### config.mk
export PLATFORM = sky130hd
export DESIGN_NAME = handheld_memory_map_bank_controller_unit
export DESIGN_NICKNAME = d
export VERILOG_FILES = /design/src/hmmbc_pkg.sv /design/src/hmmbc_decode.sv /design/src/handheld_memory_map_bank_controller_unit.sv
export SDC_FILE = /design/constraint.sdc
export NUM_CORES = 1
export LEC_CHECK = 0
export CAP_MARGIN = 10
export CELL_PAD_IN_SITES_DETAIL_PLACEMENT = 1
export CELL_PAD_IN_SITES_GLOBAL_PLACEMENT = 1
export CORE_MARGIN = 10
export CORE_UTILIZATION = 39
export CTS_CLUSTER_SIZE = 24
export DETAILED_ROUTE_END_ITERATION = 8
export DONT_BUFFER_PORTS = 1
export PLACE_DENSITY_LB_ADDON = 0.2
export RECOVER_POWER = 50
export REMOVE_ABC_BUFFERS = 1
export SETUP_SLACK_MARGIN = 0.4
export SKIP_CTS_REPAIR_TIMING = 1
export SLEW_MARGIN = 0
export SYNTH_ARGS = -nofsm -noshare
export SYNTH_HDL_FRONTEND = slang
export SYNTH_SLANG_ARGS = --single-unit
### constraint.sdc
create_clock -name clk -period 4.55 [get_ports clk]
set_clock_uncertainty 0.15 [all_clocks]
set_input_delay 0.91 -clock clk [delete_from_list [all_inputs] [get_ports clk]]
set_output_delay 0.91 -clock clk [all_outputs]
set_load 0.01 [all_outputs]
### src/hmmbc_pkg.sv
// ----------------------------------------------------------------------------
// hmmbc_pkg: shared types and constants of the memory map / bank controller
// Region, action and error codes, the bus address map and the structs that
// carry configuration, bank state and one result beat between modules.
// ----------------------------------------------------------------------------
package hmmbc_pkg;

	// Bank count ceilings and floors for this build.
	localparam logic [7:0] MAX_ROM_BANKS = 8'd128;
	localparam logic [4:0] MAX_RAM_BANKS = 5'd16;
	localparam logic [7:0] MIN_ROM_BANKS = 8'd2;
	localparam logic [4:0] MIN_RAM_BANKS = 5'd1;

	// Configuration register indexes.
	localparam logic [1:0] CFG_CTRL_TYPE = 2'd0;
	localparam logic [1:0] CFG_ROM_COUNT = 2'd1;
	localparam logic [1:0] CFG_RAM_COUNT = 2'd2;

	// Controller types.
	localparam logic [1:0] CT_PLAIN       = 2'd0;
	localparam logic [1:0] CT_BANKED_A    = 2'd1;
	localparam logic [1:0] CT_BANKED_B    = 2'd2;
	localparam logic [1:0] CT_UNSUPPORTED = 2'd3;

	// Bus commands.
	localparam logic CMD_READ  = 1'b0;
	localparam logic CMD_WRITE = 1'b1;

	// Byte that arms the cart RAM enable latch.
	localparam logic [7:0] RAM_EN_KEY = 8'h0a;

	// Address map boundaries.
	localparam logic [15:0] ADDR_BANK_LO   = 16'h2000;
	localparam logic [15:0] ADDR_BANK_HI   = 16'h4000;
	localparam logic [15:0] ADDR_MODE      = 16'h6000;
	localparam logic [15:0] ADDR_BOOT_END  = 16'h0100;
	localparam logic [15:0] ADDR_CRAM      = 16'ha000;
	localparam logic [15:0] ADDR_WRAM      = 16'hc000;
	localparam logic [15:0] ADDR_ECHO      = 16'he000;
	localparam logic [15:0] ADDR_OAM_LO    = 16'hfe00;
	localparam logic [15:0] ADDR_OAM_HI    = 16'hfe9f;
	localparam logic [15:0] ADDR_IO_LO     = 16'hff00;
	localparam logic [15:0] ADDR_IO_HI     = 16'hff7f;
	localparam logic [15:0] ADDR_HRAM_LO   = 16'hff80;
	localparam logic [15:0] ADDR_HRAM_HI   = 16'hfffe;
	localparam logic [15:0] ADDR_IE        = 16'hffff;
	localparam logic [15:0] ADDR_DIV       = 16'hff04;
	localparam logic [15:0] ADDR_TAC       = 16'hff07;
	localparam logic [15:0] ADDR_LY        = 16'hff44;
	localparam logic [15:0] ADDR_DMA       = 16'hff46;
	localparam logic [15:0] ADDR_BOOT_OFF  = 16'hff50;

	typedef enum logic [3:0] {
		REG_BOOT_ROM = 4'd0,
		REG_CART_ROM = 4'd1,
		REG_VRAM     = 4'd2,
		REG_CART_RAM = 4'd3,
		REG_WRAM     = 4'd4,
		REG_OAM      = 4'd5,
		REG_IO       = 4'd6,
		REG_HRAM     = 4'd7,
		REG_IE       = 4'd8,
		REG_NONE     = 4'd9
	} region_t;

	typedef enum logic [2:0] {
		SIDE_NONE      = 3'd0,
		SIDE_DIV_CLR   = 3'd1,
		SIDE_TIMER     = 3'd2,
		SIDE_LINE_CLR  = 3'd3,
		SIDE_DMA_START = 3'd4
	} side_t;

	typedef enum logic [2:0] {
		ERR_OK         = 3'd0,
		ERR_UNMAPPED   = 3'd1,
		ERR_ROM_CLAMP  = 3'd2,
		ERR_RAM_CLAMP  = 3'd3,
		ERR_BAD_MODE   = 3'd4,
		ERR_BAD_CTRL   = 3'd5
	} err_t;

	typedef struct packed {
		logic [1:0] ctrl_type;
		logic [7:0] rom_count;
		logic [4:0] ram_count;
	} cfg_t;

	typedef struct packed {
		logic [6:0] rom_sel;
		logic [3:0] ram_sel;
		logic       mode;
		logic       ram_en;
		logic       boot_off;
		logic [1:0] tsel;
	} bank_state_t;

	typedef struct packed {
		region_t     region;
		logic [20:0] offset;
		logic [7:0]  store_data;
		logic        store_en;
		side_t       side;
		logic [7:0]  dma_page;
		err_t        err;
		logic        ram_en;
	} rsp_t;

endpackage

### src/hmmbc_decode.sv
// ----------------------------------------------------------------------------
// hmmbc_decode: single-access decoder
// Maps one bus access to a region and offset, applies controller register
// writes and I/O side actions, and returns the bank state after the access.
// ----------------------------------------------------------------------------
module hmmbc_decode (
	input  logic                  cmd,
	input  logic [15:0]           addr,
	input  logic [7:0]            data,
	input  hmmbc_pkg::cfg_t       cfg,
	input  hmmbc_pkg::bank_state_t cur,
	output hmmbc_pkg::bank_state_t nxt,
	output hmmbc_pkg::rsp_t       rsp
);

	logic [7:0] rom_lim;
	logic [4:0] ram_lim;

	// Returns {clamped, bank}; a zero bank reads as one after the clamp.
	function automatic logic [7:0] fit_rom(input logic [6:0] v, input logic [7:0] lim);
		logic [6:0] b;
		logic       c;
		b = v;
		c = 1'b0;
		if ({1'b0, v} >= lim) begin
			b = 7'(lim - 8'd1);
			c = 1'b1;
		end
		if (b == 7'd0)
			b = 7'd1;
		return {c, b};
	endfunction

	function automatic logic [4:0] fit_ram(input logic [7:0] v, input logic [4:0] lim);
		logic [3:0] b;
		logic       c;
		b = v[3:0];
		c = 1'b0;
		if (v >= {3'b000, lim}) begin
			b = 4'(lim - 5'd1);
			c = 1'b1;
		end
		return {c, b};
	endfunction

	always_comb begin
		rom_lim = cfg.rom_count;
		if (rom_lim < hmmbc_pkg::MIN_ROM_BANKS)
			rom_lim = hmmbc_pkg::MIN_ROM_BANKS;
		else if (rom_lim > hmmbc_pkg::MAX_ROM_BANKS)
			rom_lim = hmmbc_pkg::MAX_ROM_BANKS;
		ram_lim = cfg.ram_count;
		if (ram_lim < hmmbc_pkg::MIN_RAM_BANKS)
			ram_lim = hmmbc_pkg::MIN_RAM_BANKS;
		else if (ram_lim > hmmbc_pkg::MAX_RAM_BANKS)
			ram_lim = hmmbc_pkg::MAX_RAM_BANKS;
	end

	always_comb begin
		logic [6:0] rom_cand;
		logic [7:0] rom_fit;
		logic [4:0] ram_fit;
		logic       wr;
		logic       mapped;

		wr       = (cmd == hmmbc_pkg::CMD_WRITE);
		nxt      = cur;
		rom_cand = 7'd0;
		rom_fit  = fit_rom(7'd0, rom_lim);
		ram_fit  = fit_ram(8'd0, ram_lim);
		mapped   = 1'b1;
		rsp            = '0;
		rsp.region     = hmmbc_pkg::REG_NONE;
		rsp.side       = hmmbc_pkg::SIDE_NONE;
		rsp.err        = hmmbc_pkg::ERR_OK;

		if (cfg.ctrl_type == hmmbc_pkg::CT_UNSUPPORTED) begin
			rsp.err = hmmbc_pkg::ERR_BAD_CTRL;
		end else if (!addr[15]) begin
			if (wr) begin
				if (addr < hmmbc_pkg::ADDR_BANK_LO) begin
					nxt.ram_en = (data == hmmbc_pkg::RAM_EN_KEY);
				end else if (cfg.ctrl_type == hmmbc_pkg::CT_PLAIN) begin
					rsp.err = hmmbc_pkg::ERR_UNMAPPED;
				end else if (addr < hmmbc_pkg::ADDR_BANK_HI) begin
					rom_cand = (cfg.ctrl_type == hmmbc_pkg::CT_BANKED_A) ?
						{2'b00, data[4:0]} : data[6:0];
					rom_fit = fit_rom(rom_cand, rom_lim);
					nxt.rom_sel = rom_fit[6:0];
					if (rom_fit[7])
						rsp.err = hmmbc_pkg::ERR_ROM_CLAMP;
				end else if (addr < hmmbc_pkg::ADDR_MODE) begin
					if (cfg.ctrl_type == hmmbc_pkg::CT_BANKED_A && !cur.mode) begin
						// upper ROM bank bits
						rom_cand = {data[1:0], cur.rom_sel[4:0]};
						rom_fit = fit_rom(rom_cand, rom_lim);
						nxt.rom_sel = rom_fit[6:0];
						if (rom_fit[7])
							rsp.err = hmmbc_pkg::ERR_ROM_CLAMP;
					end else begin
						ram_fit = fit_ram((cfg.ctrl_type == hmmbc_pkg::CT_BANKED_A) ?
							{6'd0, data[1:0]} : data, ram_lim);
						nxt.ram_sel = ram_fit[3:0];
						if (ram_fit[4])
							rsp.err = hmmbc_pkg::ERR_RAM_CLAMP;
					end
				end else begin
					if (data == 8'd0)
						nxt.mode = 1'b0;
					else if (data == 8'd1)
						nxt.mode = 1'b1;
					else
						rsp.err = hmmbc_pkg::ERR_BAD_MODE;
				end
			end else if (addr < hmmbc_pkg::ADDR_BANK_HI ||
					cfg.ctrl_type == hmmbc_pkg::CT_PLAIN) begin
				rsp.region = (!cur.boot_off && addr < hmmbc_pkg::ADDR_BOOT_END) ?
					hmmbc_pkg::REG_BOOT_ROM : hmmbc_pkg::REG_CART_ROM;
				rsp.offset = {5'd0, addr};
			end else begin
				rsp.region = hmmbc_pkg::REG_CART_ROM;
				rsp.offset = {cur.rom_sel, addr[13:0]};
			end
		end else begin
			if (addr < hmmbc_pkg::ADDR_CRAM) begin
				rsp.region = hmmbc_pkg::REG_VRAM;
				rsp.offset = {8'd0, addr[12:0]};
			end else if (addr < hmmbc_pkg::ADDR_WRAM) begin
				rsp.region = hmmbc_pkg::REG_CART_RAM;
				rsp.offset = (cfg.ctrl_type == hmmbc_pkg::CT_PLAIN) ?
					{8'd0, addr[12:0]} : {4'd0, cur.ram_sel, addr[12:0]};
			end else if (addr < hmmbc_pkg::ADDR_ECHO) begin
				rsp.region = hmmbc_pkg::REG_WRAM;
				rsp.offset = {8'd0, addr[12:0]};
			end else if (addr >= hmmbc_pkg::ADDR_OAM_LO && addr <= hmmbc_pkg::ADDR_OAM_HI) begin
				rsp.region = hmmbc_pkg::REG_OAM;
				rsp.offset = {13'd0, addr[7:0]};
			end else if (addr >= hmmbc_pkg::ADDR_IO_LO && addr <= hmmbc_pkg::ADDR_IO_HI) begin
				rsp.region = hmmbc_pkg::REG_IO;
				rsp.offset = {14'd0, addr[6:0]};
			end else if (addr >= hmmbc_pkg::ADDR_HRAM_LO &&
					addr <= hmmbc_pkg::ADDR_HRAM_HI) begin
				rsp.region = hmmbc_pkg::REG_HRAM;
				rsp.offset = {14'd0, addr[6:0]};
			end else if (addr == hmmbc_pkg::ADDR_IE) begin
				rsp.region = hmmbc_pkg::REG_IE;
			end else begin
				// echo space and the hole above the sprite table
				mapped  = 1'b0;
				rsp.err = hmmbc_pkg::ERR_UNMAPPED;
			end

			if (wr && mapped) begin
				rsp.store_en   = 1'b1;
				rsp.store_data = data;
				if (addr == hmmbc_pkg::ADDR_DIV) begin
					rsp.side       = hmmbc_pkg::SIDE_DIV_CLR;
					rsp.store_data = 8'd0;
				end else if (addr == hmmbc_pkg::ADDR_TAC) begin
					if (cur.tsel != data[1:0])
						rsp.side = hmmbc_pkg::SIDE_TIMER;
					nxt.tsel = data[1:0];
				end else if (addr == hmmbc_pkg::ADDR_LY) begin
					rsp.side       = hmmbc_pkg::SIDE_LINE_CLR;
					rsp.store_data = 8'd0;
				end else if (addr == hmmbc_pkg::ADDR_DMA) begin
					rsp.side       = hmmbc_pkg::SIDE_DMA_START;
					rsp.dma_page   = data;
					rsp.store_en   = 1'b0;
					rsp.store_data = 8'd0;
				end else if (addr == hmmbc_pkg::ADDR_BOOT_OFF) begin
					nxt.boot_off = (data != 8'd0);
				end
			end
		end

		rsp.ram_en = nxt.ram_en;
	end

endmodule

### src/handheld_memory_map_bank_controller_unit.sv
// ----------------------------------------------------------------------------
// handheld_memory_map_bank_controller_unit: bus decoder and bank controller
// One result beat per bus access: region, offset, store request, side action
// and status; keeps the ROM/RAM bank, mode, RAM enable, boot and timer state.
//
//   channel  | valid     | stall     | payload
//   ---------+-----------+-----------+-----------------------------------------
//   request  | req_valid | req_stall | command, address, data
//   response | rsp_valid | rsp_stall | region .. ram_enabled
//   config   | cfg_we    | -         | cfg_index, cfg_data
//
// One beat per cycle sustained unless the response stalls; each beat passes an
// input register, then a result register. The decode and bank update sit in
// one combinational stage between them, and bank state updates as a beat moves
// into the result register. Reset returns bank state and config to power-on
// values and empties both stages. A stalled response holds its stage; req_stall
// rises only when both stages are full and the response is stalled.
// ----------------------------------------------------------------------------
module handheld_memory_map_bank_controller_unit (
	input  logic        clk,
	input  logic        arst_n,
	input  logic        cfg_we,
	input  logic [1:0]  cfg_index,
	input  logic [7:0]  cfg_data,
	input  logic        req_valid,
	output logic        req_stall,
	input  logic        command,
	input  logic [15:0] address,
	input  logic [7:0]  data,
	output logic        rsp_valid,
	input  logic        rsp_stall,
	output logic [3:0]  region,
	output logic [20:0] physical_offset,
	output logic [7:0]  store_data,
	output logic        store_enable,
	output logic [2:0]  side_action,
	output logic [7:0]  dma_source_page,
	output logic [2:0]  error_code,
	output logic        ram_enabled
);

	hmmbc_pkg::cfg_t        cfg_q;
	hmmbc_pkg::bank_state_t state_q;
	hmmbc_pkg::bank_state_t state_nxt;
	hmmbc_pkg::rsp_t        rsp_nxt;
	hmmbc_pkg::rsp_t        rsp_s2;

	logic        valid_s1;
	logic        cmd_s1;
	logic [15:0] addr_s1;
	logic [7:0]  data_s1;
	logic        valid_s2;
	logic        advance;
	logic        req_take;

	assign advance   = valid_s1 && (!valid_s2 || !rsp_stall);
	assign req_stall = valid_s1 && !advance;
	assign req_take  = req_valid && !req_stall;

	hmmbc_decode u_decode (
		.cmd  (cmd_s1),
		.addr (addr_s1),
		.data (data_s1),
		.cfg  (cfg_q),
		.cur  (state_q),
		.nxt  (state_nxt),
		.rsp  (rsp_nxt)
	);

	always_ff @(posedge clk or negedge arst_n) begin
		if (!arst_n) begin
			cfg_q.ctrl_type  <= hmmbc_pkg::CT_PLAIN;
			cfg_q.rom_count  <= hmmbc_pkg::MIN_ROM_BANKS;
			cfg_q.ram_count  <= hmmbc_pkg::MIN_RAM_BANKS;
			state_q.rom_sel  <= 7'd1;
			state_q.ram_sel  <= 4'd0;
			state_q.mode     <= 1'b0;
			state_q.ram_en   <= 1'b0;
			state_q.boot_off <= 1'b0;
			state_q.tsel     <= 2'd0;
			valid_s1         <= 1'b0;
			valid_s2         <= 1'b0;
		end else begin
			if (cfg_we) begin
				case (cfg_index)
					hmmbc_pkg::CFG_CTRL_TYPE: cfg_q.ctrl_type <= cfg_data[1:0];
					hmmbc_pkg::CFG_ROM_COUNT: cfg_q.rom_count <= cfg_data;
					hmmbc_pkg::CFG_RAM_COUNT: cfg_q.ram_count <= cfg_data[4:0];
					default: ;
				endcase
			end
			if (advance)
				state_q <= state_nxt;
			valid_s1 <= req_take || (valid_s1 && !advance);
			valid_s2 <= advance || (valid_s2 && rsp_stall);
		end
	end

	// payload stages: load on transfer, hold otherwise
	always_ff @(posedge clk) begin
		if (req_take) begin
			cmd_s1  <= command;
			addr_s1 <= address;
			data_s1 <= data;
		end
		if (advance)
			rsp_s2 <= rsp_nxt;
	end

	assign rsp_valid       = valid_s2;
	assign region          = rsp_s2.region;
	assign physical_offset = rsp_s2.offset;
	assign store_data      = rsp_s2.store_data;
	assign store_enable    = rsp_s2.store_en;
	assign side_action     = rsp_s2.side;
	assign dma_source_page = rsp_s2.dma_page;
	assign error_code      = rsp_s2.err;
	assign ram_enabled     = rsp_s2.ram_en;

	// input stage only stalls when it is full and cannot drain
	a_stall_full: assert property (@(posedge clk) disable iff (!arst_n)
		req_stall |-> (valid_s1 && valid_s2 && rsp_stall))
		else $error("request stalled while a stage could drain");

	// an unsupported controller leaves the bank state alone
	a_bad_ctrl_frozen: assert property (@(posedge clk) disable iff (!arst_n)
		(advance && cfg_q.ctrl_type == hmmbc_pkg::CT_UNSUPPORTED) |=>
		$stable(state_q))
		else $error("bank state changed under unsupported controller");

	// a store always targets a mapped region
	a_store_mapped: assert property (@(posedge clk) disable iff (!arst_n)
		(valid_s2 && store_enable) |-> (region != hmmbc_pkg::REG_NONE))
		else $error("store to unmapped region");

	// DMA start never stores
	a_dma_no_store: assert property (@(posedge clk) disable iff (!arst_n)
		(valid_s2 && side_action == hmmbc_pkg::SIDE_DMA_START) |-> !store_enable)
		else $error("DMA start with store enabled");

	// ROM bank select never reads as zero
	a_rom_bank_nonzero: assert property (@(posedge clk) disable iff (!arst_n)
		advance |=> (state_q.rom_sel != 7'd0))
		else $error("ROM bank select is zero");

endmodule
==> results of run 1 <==
## routing by layer
layer / share of wire [%] / up-vias
li1: - / 1593
met1: 47 / 1656
met2: 48 / 75
met3: 4.1 / 11
met4: 1.2 / 0
met5: 0 / -
## metrics by stage
stage	std cells	hold WS, ns	instance area, um2
CTS	608	0.0862	5680
floorplan	413	0.298	5180
finish	608	0.0979	5680
global placement	592	0.316	5420
global route	608	0.0811	5680
detailed placement	592	0.341	5420
## worst register-to-register path, cell delays in order (launching register included)
cell and delay (ns):
dfrtp_1 0.38, inv_1 0.09, ha_1 0.32, and2b_2 0.29
ha_1 0.31, a211oi_1 0.26, nor3_1 0.12, a211o_1 0.26
o22ai_2 0.44, mux2_2 0.40, o22ai_1 0.15
## registers in the layout, indices dropped and copies added (netlist names), 3 cells and up
signal and cells:
physical_offset 21, addr_s1 16, state_q 16, cfg_q 15, data_s1 8, dma_source_page 8, store_data 8, region 4
error_code 3, side_action 3
## worst paths after layout
| kind | depth (start not counted) | to |
|---|---|---|
| max | 10 | state_q[9] |
| min in group clk | 1 | rsp_valid |
| max in group asynchronous | 0 | state_q[9] |
| min reg2reg | 1 | rsp_valid |
| max reg2reg | 10 | state_q[9] |
| min | 0 | cfg_q[9] |
## cell type report
cell class	count	area [um2]
clock buffers	14	244
clock inverters	2	13.8
fillers	1394	7510
inverters	13	48.8
multi-input cells	293	2080
flip-flops and latches	107	3050
well taps	176	220
repair buffers	3	22.5
## power by group
| part | leakage (nW) | switching (mW) | internal, mW |
|---|---|---|---|
| Combinational | 0.930 | 0.253 | 0.187 |
| Clock | 0.125 | 0.341 | 0.374 |
| Sequential | 1.14 | 0.114 | 1.17 |
## placed cells by master (no fill, tap or decap), drive strengths merged, types with 16 or more instances in the layout
master,n
ha,22
dfrtp,30
nand2,32
nor3,16
o21ai,22
and2,25
mux2,19
edfxtp,74
nor2,19
## logic make-up after synthesis
| group | Yosys count |
|---|---|
| XOR/XNOR | 3 |
| AO/OA/AOI/OAI | 77 |
| multiplexers | 33 |
| flip-flops | 107 |
| buffers and inverters | 24 |
| AND/OR/NAND/NOR | 157 |
| adder cells (fa/ha/maj) | 23 |
==> run_results.csv, run 1 <==
group,metric,value,unit
outcome,outcome,"complete, no violations",
die,pin_count,91,
grt,met2_usage,22.8,%
sta,tns,0,ns
cts,cts_tree,"built",
critical_path,worstSetupStartpointType,"flop",
place,hpwl,9860,um
synth,synth_edf_count,74,
critical_path,required,4.67,ns
drt,antenna_left,0,
critical_path,crit_top_cell,"ha_1",
synth,syn_inst,424,
layout,fin_util,43.1,%
critical_path,slowest_delay,0.44,ns
cts,clock_sink_count,107,
grt,grt_max_degree,52,
cts,clock_path_buffers,2,
layout,n_antenna_cell,0,
synth,synth_top_family_by_area,"simple AND/OR/NAND/NOR gates",
min_path,min_path_type,"primary input to async pin",
run,drv_cap,0,
critical_path,r2r-start,"cfg_q[14]",
synth,ys_warn_count,0,
pwr,powerDensity,429,nW/um2
die,chipHeight,136,um
pwr,peakVddDrop,162,uV
grt,grt-ovfl-total,0,
synth,yosysMostFrequentCell,"edfxtp_1",
synth,netlist_top_cells_count,"edfxtp_1 (74), nand2_1 (32), dfrtp_1 (30)",
grt,grt_pass1_vias,3584,
critical_path,cp_num_buf_inv,1,
synth,synth-main-ff-cell,"edfxtp_1",
sta,finalHoldViolCount,0,
synth,yosys.area.top_type,"edfxtp_1",
die,initial_core_util,39.7,%
synth,synth.top_cell.area_share,42.4,%
critical_path,critical_path_class,"flop to flop",
synth,avgSynthCellArea,12.4,um2
drt,drt_wl_total,13100,um
sta,rsz0062_at_grt,"false",
cts,cts_buffers,9,
place,portBuffers,0,
drt,wire_per_inst,21.6,um
synth,synth_cell_types,66,
cts,htreeDepth,3,
sta,min_period,3.23,ns
critical_path,arrival,3.36,ns
grt,met1_usage,18.4,%
critical_path,worstPathCellList,"inv_1 > ha_1 > and2b_2 > ha_1 > a211oi_1 > nor3_1 > a211o_1 > o22ai_2 > mux2_2 > o22ai_1",
die,die_width,136,um
critical_path,crit_path_start,"cfg_q[14]",
drt,drc,0,
critical_path,worst_setup_path_end_kind,"flop",
sta,fin_ws,1.32,ns
die,die_area,18500,um2
critical_path,slowest_stage,"o22ai_2",
cts,cts-root-buf,"clkbuf_16",
grt,grt_util_met3,3.32,%
grt,grtUsageTotal,14.3,%
critical_path,r2r_setup_slack,1.32,ns
drt,viasPerCell,5.49,
critical_path,crit_family,"compound AO/OA/AOI/OAI gates",
synth,synth_fa_ha_area_share,5.47,%
synth,syn-cell-area,5240,um2
place,dpl_worst_slack,1.33,ns
layout,drive_above_1_share,11.6,%
pwr,p_leak,2.19,nW
place,gp_congestion,0.873,
synth,ys_ff_latch,107,
sta,fmax,309,MHz
layout,areaGrowthSynthToFinish,8.38,%
pwr,finalPower,2.44,mW
die,coreArea,13200,um2
sta,worst_pin_slew,1.14,ns
critical_path,crit_path_max_fanout,8,
grt,busiest_layer,"met2",
synth,yosys-top-cells-area,"edfxtp_1 (42%), dfrtp_1 (14%), ha_1 (5.3%)",
drt,drtIter0Drc,193,
sta,slew_headroom,23.7,%
layout,nets,489,
drt,dr.pass1.iters,4,
synth,synthXorXnorAreaFrac,0.501,%
cts,clock_latency,0.35,ns
synth,ys_seq_area_share,58.2,%
sta,drv_slew,0,
grt,grt_pass1_wl,20400,um
drt,vias,3335,
synth,synth_compound_area_share,9.95,%
die,rows,42,
synth,synthMuxAreaShare,6.76,%
grt,grt_antenna_before_repair,0,
cts,clk_pin_slew_worst_paths,0.07,ns
sta,finalCritPeriodShare,71.1,%
synth,synth-simple-area-share,17.0,%
synth,synth-async-reset-ratio,30.8,%
sta,setup_viol_count_final,0,
Note: power is estimated with default switching activity, not from simulation.
==> inputs of run 2 (changes only) <==
==> constraint.sdc (replaced) <==
create_clock -name clk -period 3 [get_ports clk]
set_clock_uncertainty 0.15 [all_clocks]
set_input_delay 0.6 -clock clk [delete_from_list [all_inputs] [get_ports clk]]
set_output_delay 0.6 -clock clk [all_outputs]
set_load 0.01 [all_outputs]
==> run 2 against run 1 <==
Net effect: non-clock buffer count rose by 25; global-route usage barely moved; core utilization grew 3.0 points; cell area increased by 6.9%; via count up 4.0%; critical path depth grew 1; wire length rose by 2.4%; cell count rose by 4.1%; combinational power rose by 91%; sequential share of layout area decreased by 3.4 points; sequential power increased by 52%; maximum frequency rose by 23%; critical endpoint is now state_q[14].
==> run_results.csv, run 2 (synthesis gave the netlist of run 1 again) <==
group,metric,value,unit
drt,dr.pass1.iters,4,
min_path,hp-start,"data[0]",
sta,rsz0062_at_grt,"true",
die,rows,42,
grt,grt_pass1_wl,20300,um
sta,fmax,379,MHz
die,initial_core_util,39.7,%
layout,drive_above_1_share,21.7,%
die,die_area,18500,um2
pwr,peakVddDrop,466,uV
grt,grtUsageTotal,14.2,%
cts,clk_pin_slew_worst_paths,0.08,ns
pwr,powerDensity,655,nW/um2
pwr,combinationalPowerShare,21.2,%
critical_path,r2r-end,"state_q[14]",
pwr,pwr-share-seq,48.7,%
critical_path,r2r.worst_path.cells,11,
outcome,outcome,"complete, no violations",
die,die_width,136,um
pwr,p_switching,1.22,mW
die,chipHeight,136,um
grt,grt_max_degree,52,
place,portBuffers,0,
die,pin_count,91,
pwr,finalPower,3.98,mW
cts,clock_latency,0.36,ns
drt,viasPerCell,5.48,
critical_path,required,3.09,ns
min_path,min_path_type,"primary input to flop",
sta,finalHoldViolCount,0,
sta,drv_slew,0,
critical_path,worstPathCellList,"inv_2 > ha_4 > and2b_2 > ha_4 > a211oi_4 > nor3_4 > a211o_1 > o22ai_4 > buf_6 > mux2i_1 > o21ai_1",
grt,grt_pass1_vias,3521,
pwr,p_int,2.76,mW
layout,largest_reg_flops,21,
critical_path,critical_path_class,"flop to flop",
drt,drt_wl_total,13500,um
cts,htreeDepth,3,
critical_path,worst_setup_path_end_kind,"flop",
layout,nets,514,
drt,drtIter0Drc,204,
place,dpl_worst_slack,0.215,ns
critical_path,slowest_stage,"dfrtp_1",
pwr,clockPowerShare,30.1,%
grt,grt_antenna_before_repair,0,
critical_path,cp_num_buf_inv,2,
critical_path,crit_top_cell,"ha_4",
cts,cts-root-buf,"clkbuf_16",
cts,cts_tree,"built",
run,drv_cap,0,
cts,clock_path_buffers,2,
sta,finalCritPeriodShare,88.0,%
layout,n_antenna_cell,0,
sta,tns,0,ns
critical_path,crit_family,"compound AO/OA/AOI/OAI gates",
sta,setup_viol_count_final,0,
layout,mostFrequentLayoutCell,"edfxtp_1",
critical_path,crit_path_max_fanout,6,
sta,finalHoldWorstSlack,0.182,ns
critical_path,arrival,2.73,ns
min_path,min_to,"data_s1[0]",
critical_path,slowest_delay,0.40,ns
pwr,p_sw_share,30.7,%
layout,final_cell_mix,"edfxtp_1 (74), nand2_1 (32), dfrtp_1 (25)",
sta,worst_pin_slew,1.39,ns
drt,drc,0,
sta,slew_headroom,7.38,%
min_path,min_path_cells,0,
layout,areaGrowthSynthToFinish,15.8,%
critical_path,r2r-start,"cfg_q[14]",
die,coreArea,13200,um2
critical_path,worstSetupStartpointType,"flop",
place,gp_congestion,0.892,
sta,min_period,2.64,ns
critical_path,r2r_setup_slack,0.36,ns
place,hpwl,10100,um
grt,grt-ovfl-total,0,
sta,fin_ws,0.360,ns
drt,vias,3467,
drt,antenna_left,0,
cts,clock_sink_count,107,
cts,cts_buffers,9,
pwr,p_leak,2.35,nW
place,dp_cells,602,
drt,wire_per_inst,21.3,um
layout,fin_cells,633,
-- run 2: changes by cell type in the layout (fill, tap and decap cells not counted), sizes merged --
cell,delta
inv,+4
dlygate4sd3,+1
buf,+23
clkinvlp,+1
clkbuf,-4
-- run 2: power groups by stage --
stage	Clock, mW	Combinational, mW	Sequential (mW)
6_report	1.20	0.843	1.94
5_1_grt	1.28	0.934	1.96
4_1_cts	1.24	0.706	1.93
3_5_place_dp	0	0.702	1.96
3_3_place_gp	0	0.672	1.95
2_1_floorplan	0	0.503	1.92
-- run 2: metrics by stage --
| step | area, um2 | utilization [%] |
|---|---|---|
| floorplan | 5180 | - |
| global placement | 5500 | 41.7 |
| detailed placement | 5500 | 41.7 |
| CTS | 5800 | 44.0 |
| global route | 6070 | 46.0 |
| finish | 6070 | 46.0 |
-- run 2: how the worst max path moves through the flow --
stage,end,start,cells after the start,slack (ns)
detailed placement,state_q[15],cfg_q[14],11,0.21
global route,state_q[14],cfg_q[14],11,0.25
global placement,error_code[1],cfg_q[13],10,0.32
CTS,state_q[15],cfg_q[14],11,0.20
floorplan,state_q[4],rsp_stall,6,-0.04
finish,state_q[14],cfg_q[14],11,0.36
-- run 2: cell type report --
cell class,count,area [um2]
fillers,1385,7120
flip-flops and latches,107,3060
multi-input cells,293,2220
clock buffers,9,225
repair buffers,28,225
well taps,176,220
clock inverters,7,75.1
inverters,13,48.8
-- run 2: layer usage --
layer | GRT usage (%) | vias to the layer above | wire length, um
met5 | 0 | - | 0
met4 | 3.91 | 0 | 162
met3 | 4.32 | 11 | 668
met2 | 23.4 | 91 | 6650
met1 | 17.8 | 1716 | 5980
li1 | - | 1649 | -
==> inputs of run 3 (changes only) <==
--- a/config.mk
+++ b/config.mk
@@ -5,6 +5,7 @@
 export SDC_FILE = /design/constraint.sdc
 export NUM_CORES = 1
 export LEC_CHECK = 0
+export ABC_AREA = 1
 export CAP_MARGIN = 10
 export CELL_PAD_IN_SITES_DETAIL_PLACEMENT = 1
 export CELL_PAD_IN_SITES_GLOBAL_PLACEMENT = 1
@@ -21,4 +22,5 @@
 export SLEW_MARGIN = 0
 export SYNTH_ARGS = -nofsm -noshare
 export SYNTH_HDL_FRONTEND = slang
+export SYNTH_HIERARCHICAL = 1
 export SYNTH_SLANG_ARGS = --single-unit
==> run 3 against run 2 <==
Net effect: the run now ends with capacitance limit, slew limit left; via count increased by 44%; global-route usage rose by 3.0 points; wire length up 36%; first-iteration DRC count increased by 32%; sequential cell count did not move; synthesized cell count rose by 61%; highest routed layer is now met5; register-to-register slack got worse by 0.36 ns; largest cell class unchanged; total power rose by 19%; cell count grew 45%; sequential share of layout area decreased by 8.1 points.
==> run_results.csv, run 3 <==
group,metric,value,unit
synth,ys_seq_area_share,51.1,%
critical_path,worstSetupStartpointType,"flop",
critical_path,required,3.16,ns
synth,syn-cell-area,5970,um2
pwr,p_int,2.96,mW
synth,avgSynthCellArea,8.72,um2
pwr,p_switching,1.79,mW
sta,drv_slew,34,
min_path,min_path_cells,0,
grt,grt_max_degree,37,
critical_path,r2r-start,"cfg_q[9]",
critical_path,crit_path_max_fanout,5,
sta,fin_ws,0.00445,ns
layout,final_cell_mix,"nand2_1 (130), inv_1 (79), edfxtp_1 (74)",
place,gp_congestion,0.879,
critical_path,r2r_setup_slack,0.004,ns
die,initial_core_util,39.5,%
layout,mostFrequentLayoutCell,"nand2_1",
cts,cts_buffers,9,
sta,rsz0062_at_grt,"true",
cts,clk_pin_slew_worst_paths,0.08,ns
die,die_width,144,um
outcome,violations,"capacitance limit, slew limit",
critical_path,crit_top_cell,"nand2_1",
sta,setup_viol_count_final,0,
die,die_area,20600,um2
drt,wire_per_inst,19.9,um
layout,largest_reg_flops,21,
grt,grt_pass1_wl,27400,um
synth,netlist_top_cells_count,"nand2_1 (162), inv_1 (87), edfxtp_1 (74)",
pwr,powerDensity,656,nW/um2
min_path,min_to,"addr_s1[7]",
synth,synth_cell_types,41,
grt,grt-ovfl-total,0,
die,chipHeight,144,um
synth,yosys.area.top_type,"edfxtp_1",
pwr,clockPowerShare,25.2,%
critical_path,slowest_stage,"dfrtp_2",
drt,drc,0,
critical_path,slowest_delay,0.44,ns
sta,min_period,3.00,ns
place,dpl_worst_slack,-0.172,ns
die,coreArea,15100,um2
pwr,peakVddDrop,306,uV
drt,vias,4978,
drt,drt_wl_total,18300,um
min_path,min_path_type,"primary input to flop",
drt,antenna_left,0,
layout,areaGrowthSynthToFinish,21.1,%
cts,htreeDepth,3,
place,hpwl,13700,um
run,drv_cap,1,
sta,tns,0,ns
layout,nets,789,
grt,grt_antenna_before_repair,1,
synth,synth-main-ff-cell,"edfxtp_1",
layout,fin_util,47.9,%
drt,dr.pass1.iters,5,
synth,synth.top_cell.area_share,37.2,%
die,pin_count,91,
pwr,p_leak,3.09,nW
critical_path,arrival,3.15,ns
min_path,hp-start,"address[7]",
synth,synth_edf_count,74,
pwr,finalPower,4.74,mW
critical_path,critical_path_class,"flop to flop",
grt,grt_pass1_vias,4877,
cts,clock_path_buffers,2,
synth,synth-async-reset-ratio,30.8,%
drt,viasPerCell,5.40,
sta,slew_headroom,-9.91,%
sta,worst_pin_slew,1.65,ns
sta,finalCritPeriodShare,99.9,%
synth,yosysMostFrequentCell,"nand2_1",
synth,syn_inst,684,
critical_path,r2r-end,"state_q[9]",
layout,n_antenna_cell,0,
cts,cts_tree,"built",
critical_path,r2r.worst_path.cells,21,
place,portBuffers,0,
sta,finalHoldViolCount,0,
die,rows,45,
synth,ys_warn_count,6,
drt,drtIter0Drc,270,
pwr,p_sw_share,37.7,%
layout,drive_above_1_share,26.2,%
critical_path,worst_setup_path_end_kind,"flop",
cts,clock_latency,0.36,ns
synth,yosys-top-cells-area,"edfxtp_1 (37%), dfrtp_1 (13%), nand2_1 (10%)",
sta,fmax,334,MHz
pwr,pwr-share-seq,41.6,%
grt,grtUsageTotal,17.3,%
pwr,combinationalPowerShare,33.2,%
cts,clock_sink_count,107,
critical_path,worstPathCellList,"inv_2 > nand2_2 > nor2_2 > nand2_2 > nand2_4 > nand2_4 > ha_4 > nand2_4 > nor2_4 > nand4_1 > nand3_4 > nand3_2 > nand2_2 > nand3_2 > nor2_2 > nand2_1 > a21oi_2 > nand2_1 > nand2_1 > nand3_1 > nand2_1",
cts,cts-root-buf,"clkbuf_16",
outcome,outcome,"finished with violations",
synth,ys_ff_latch,107,
run 3: critical path, delay by kind of cell, from the launching register on:
family,cells,cell delay [ns]
and+or+nand+nor,18,1.85
buffers and inverters,1,0.08
adders and majority gates,1,0.28
AOI/OAI and AO/OA,1,0.16
DFF,1,0.44
run 3: layout make-up:
| cell class | instances | area (um2) |
|---|---|---|
| tap | 188 | 235 |
| clock inverter | 7 | 80.1 |
| sequential | 107 | 3060 |
| inverter | 95 | 363 |
| fill | 1759 | 7860 |
| timing repair buffer | 45 | 359 |
| clock buffer | 9 | 225 |
| multi-input combinational | 470 | 2910 |
run 3: cell families (layout without fill, tap and decap cells):
family                   count (synthesis)  count (layout)  synth area share (%)
buffers and inverters                  109             156                  7.99
AND/OR/NAND/NOR                        371             373                  29.1
flip-flops                             107             107                  51.1
AO/OA/AOI/OAI                           73              73                  6.90
XOR/XNOR                                 3               3                 0.440
adder cells (fa/ha/maj)                 21              21                  4.40
run 3: worst max path at each step:
stage                            end  startpoint  cells after the start  slack (ns)
after global routing      state_q[9]    cfg_q[9]                     21       -0.20
after global placement    state_q[9]   cfg_q[12]                     19       -0.07
after floorplan           state_q[9]   cfg_q[12]                     21        0.42
final                     state_q[9]    cfg_q[9]                     21       0.004
after CTS                 state_q[9]   cfg_q[12]                     19       -0.22
after detailed placement  state_q[9]   cfg_q[12]                     19       -0.17
run 3: metal layers:
metal	part of all wire (%)	vias to the layer above	global-route usage [%]	routed length, um
li1	-	2408	-	-
met1	45	2429	22.6	8280
met2	48	118	27.7	8800
met3	5.2	21	4.69	949
met4	1.4	2	4.19	257
met5	0.071	-	0	13
run 3: power by group through the flow:
stage                     clock (mW)  combinational (mW)  sequential (mW)
final                           1.20                1.57             1.98
after global routing            1.29                1.76             2.00
after CTS                       1.23                1.15             1.97
after detailed placement           0                1.14             2.00
after global placement             0                1.11             2.00
after floorplan                    0               0.801             1.94
run 3: stage by stage:
stage / instances / area [um2] / hold WS [ns]
CTS: 894 / 6550 / -0.238
global placement: 878 / 6250 / 0.156
finish: 921 / 7230 / 0.179
detailed placement: 878 / 6250 / 0.156
global route: 921 / 7230 / 0.160
floorplan: 670 / 5850 / 0.154
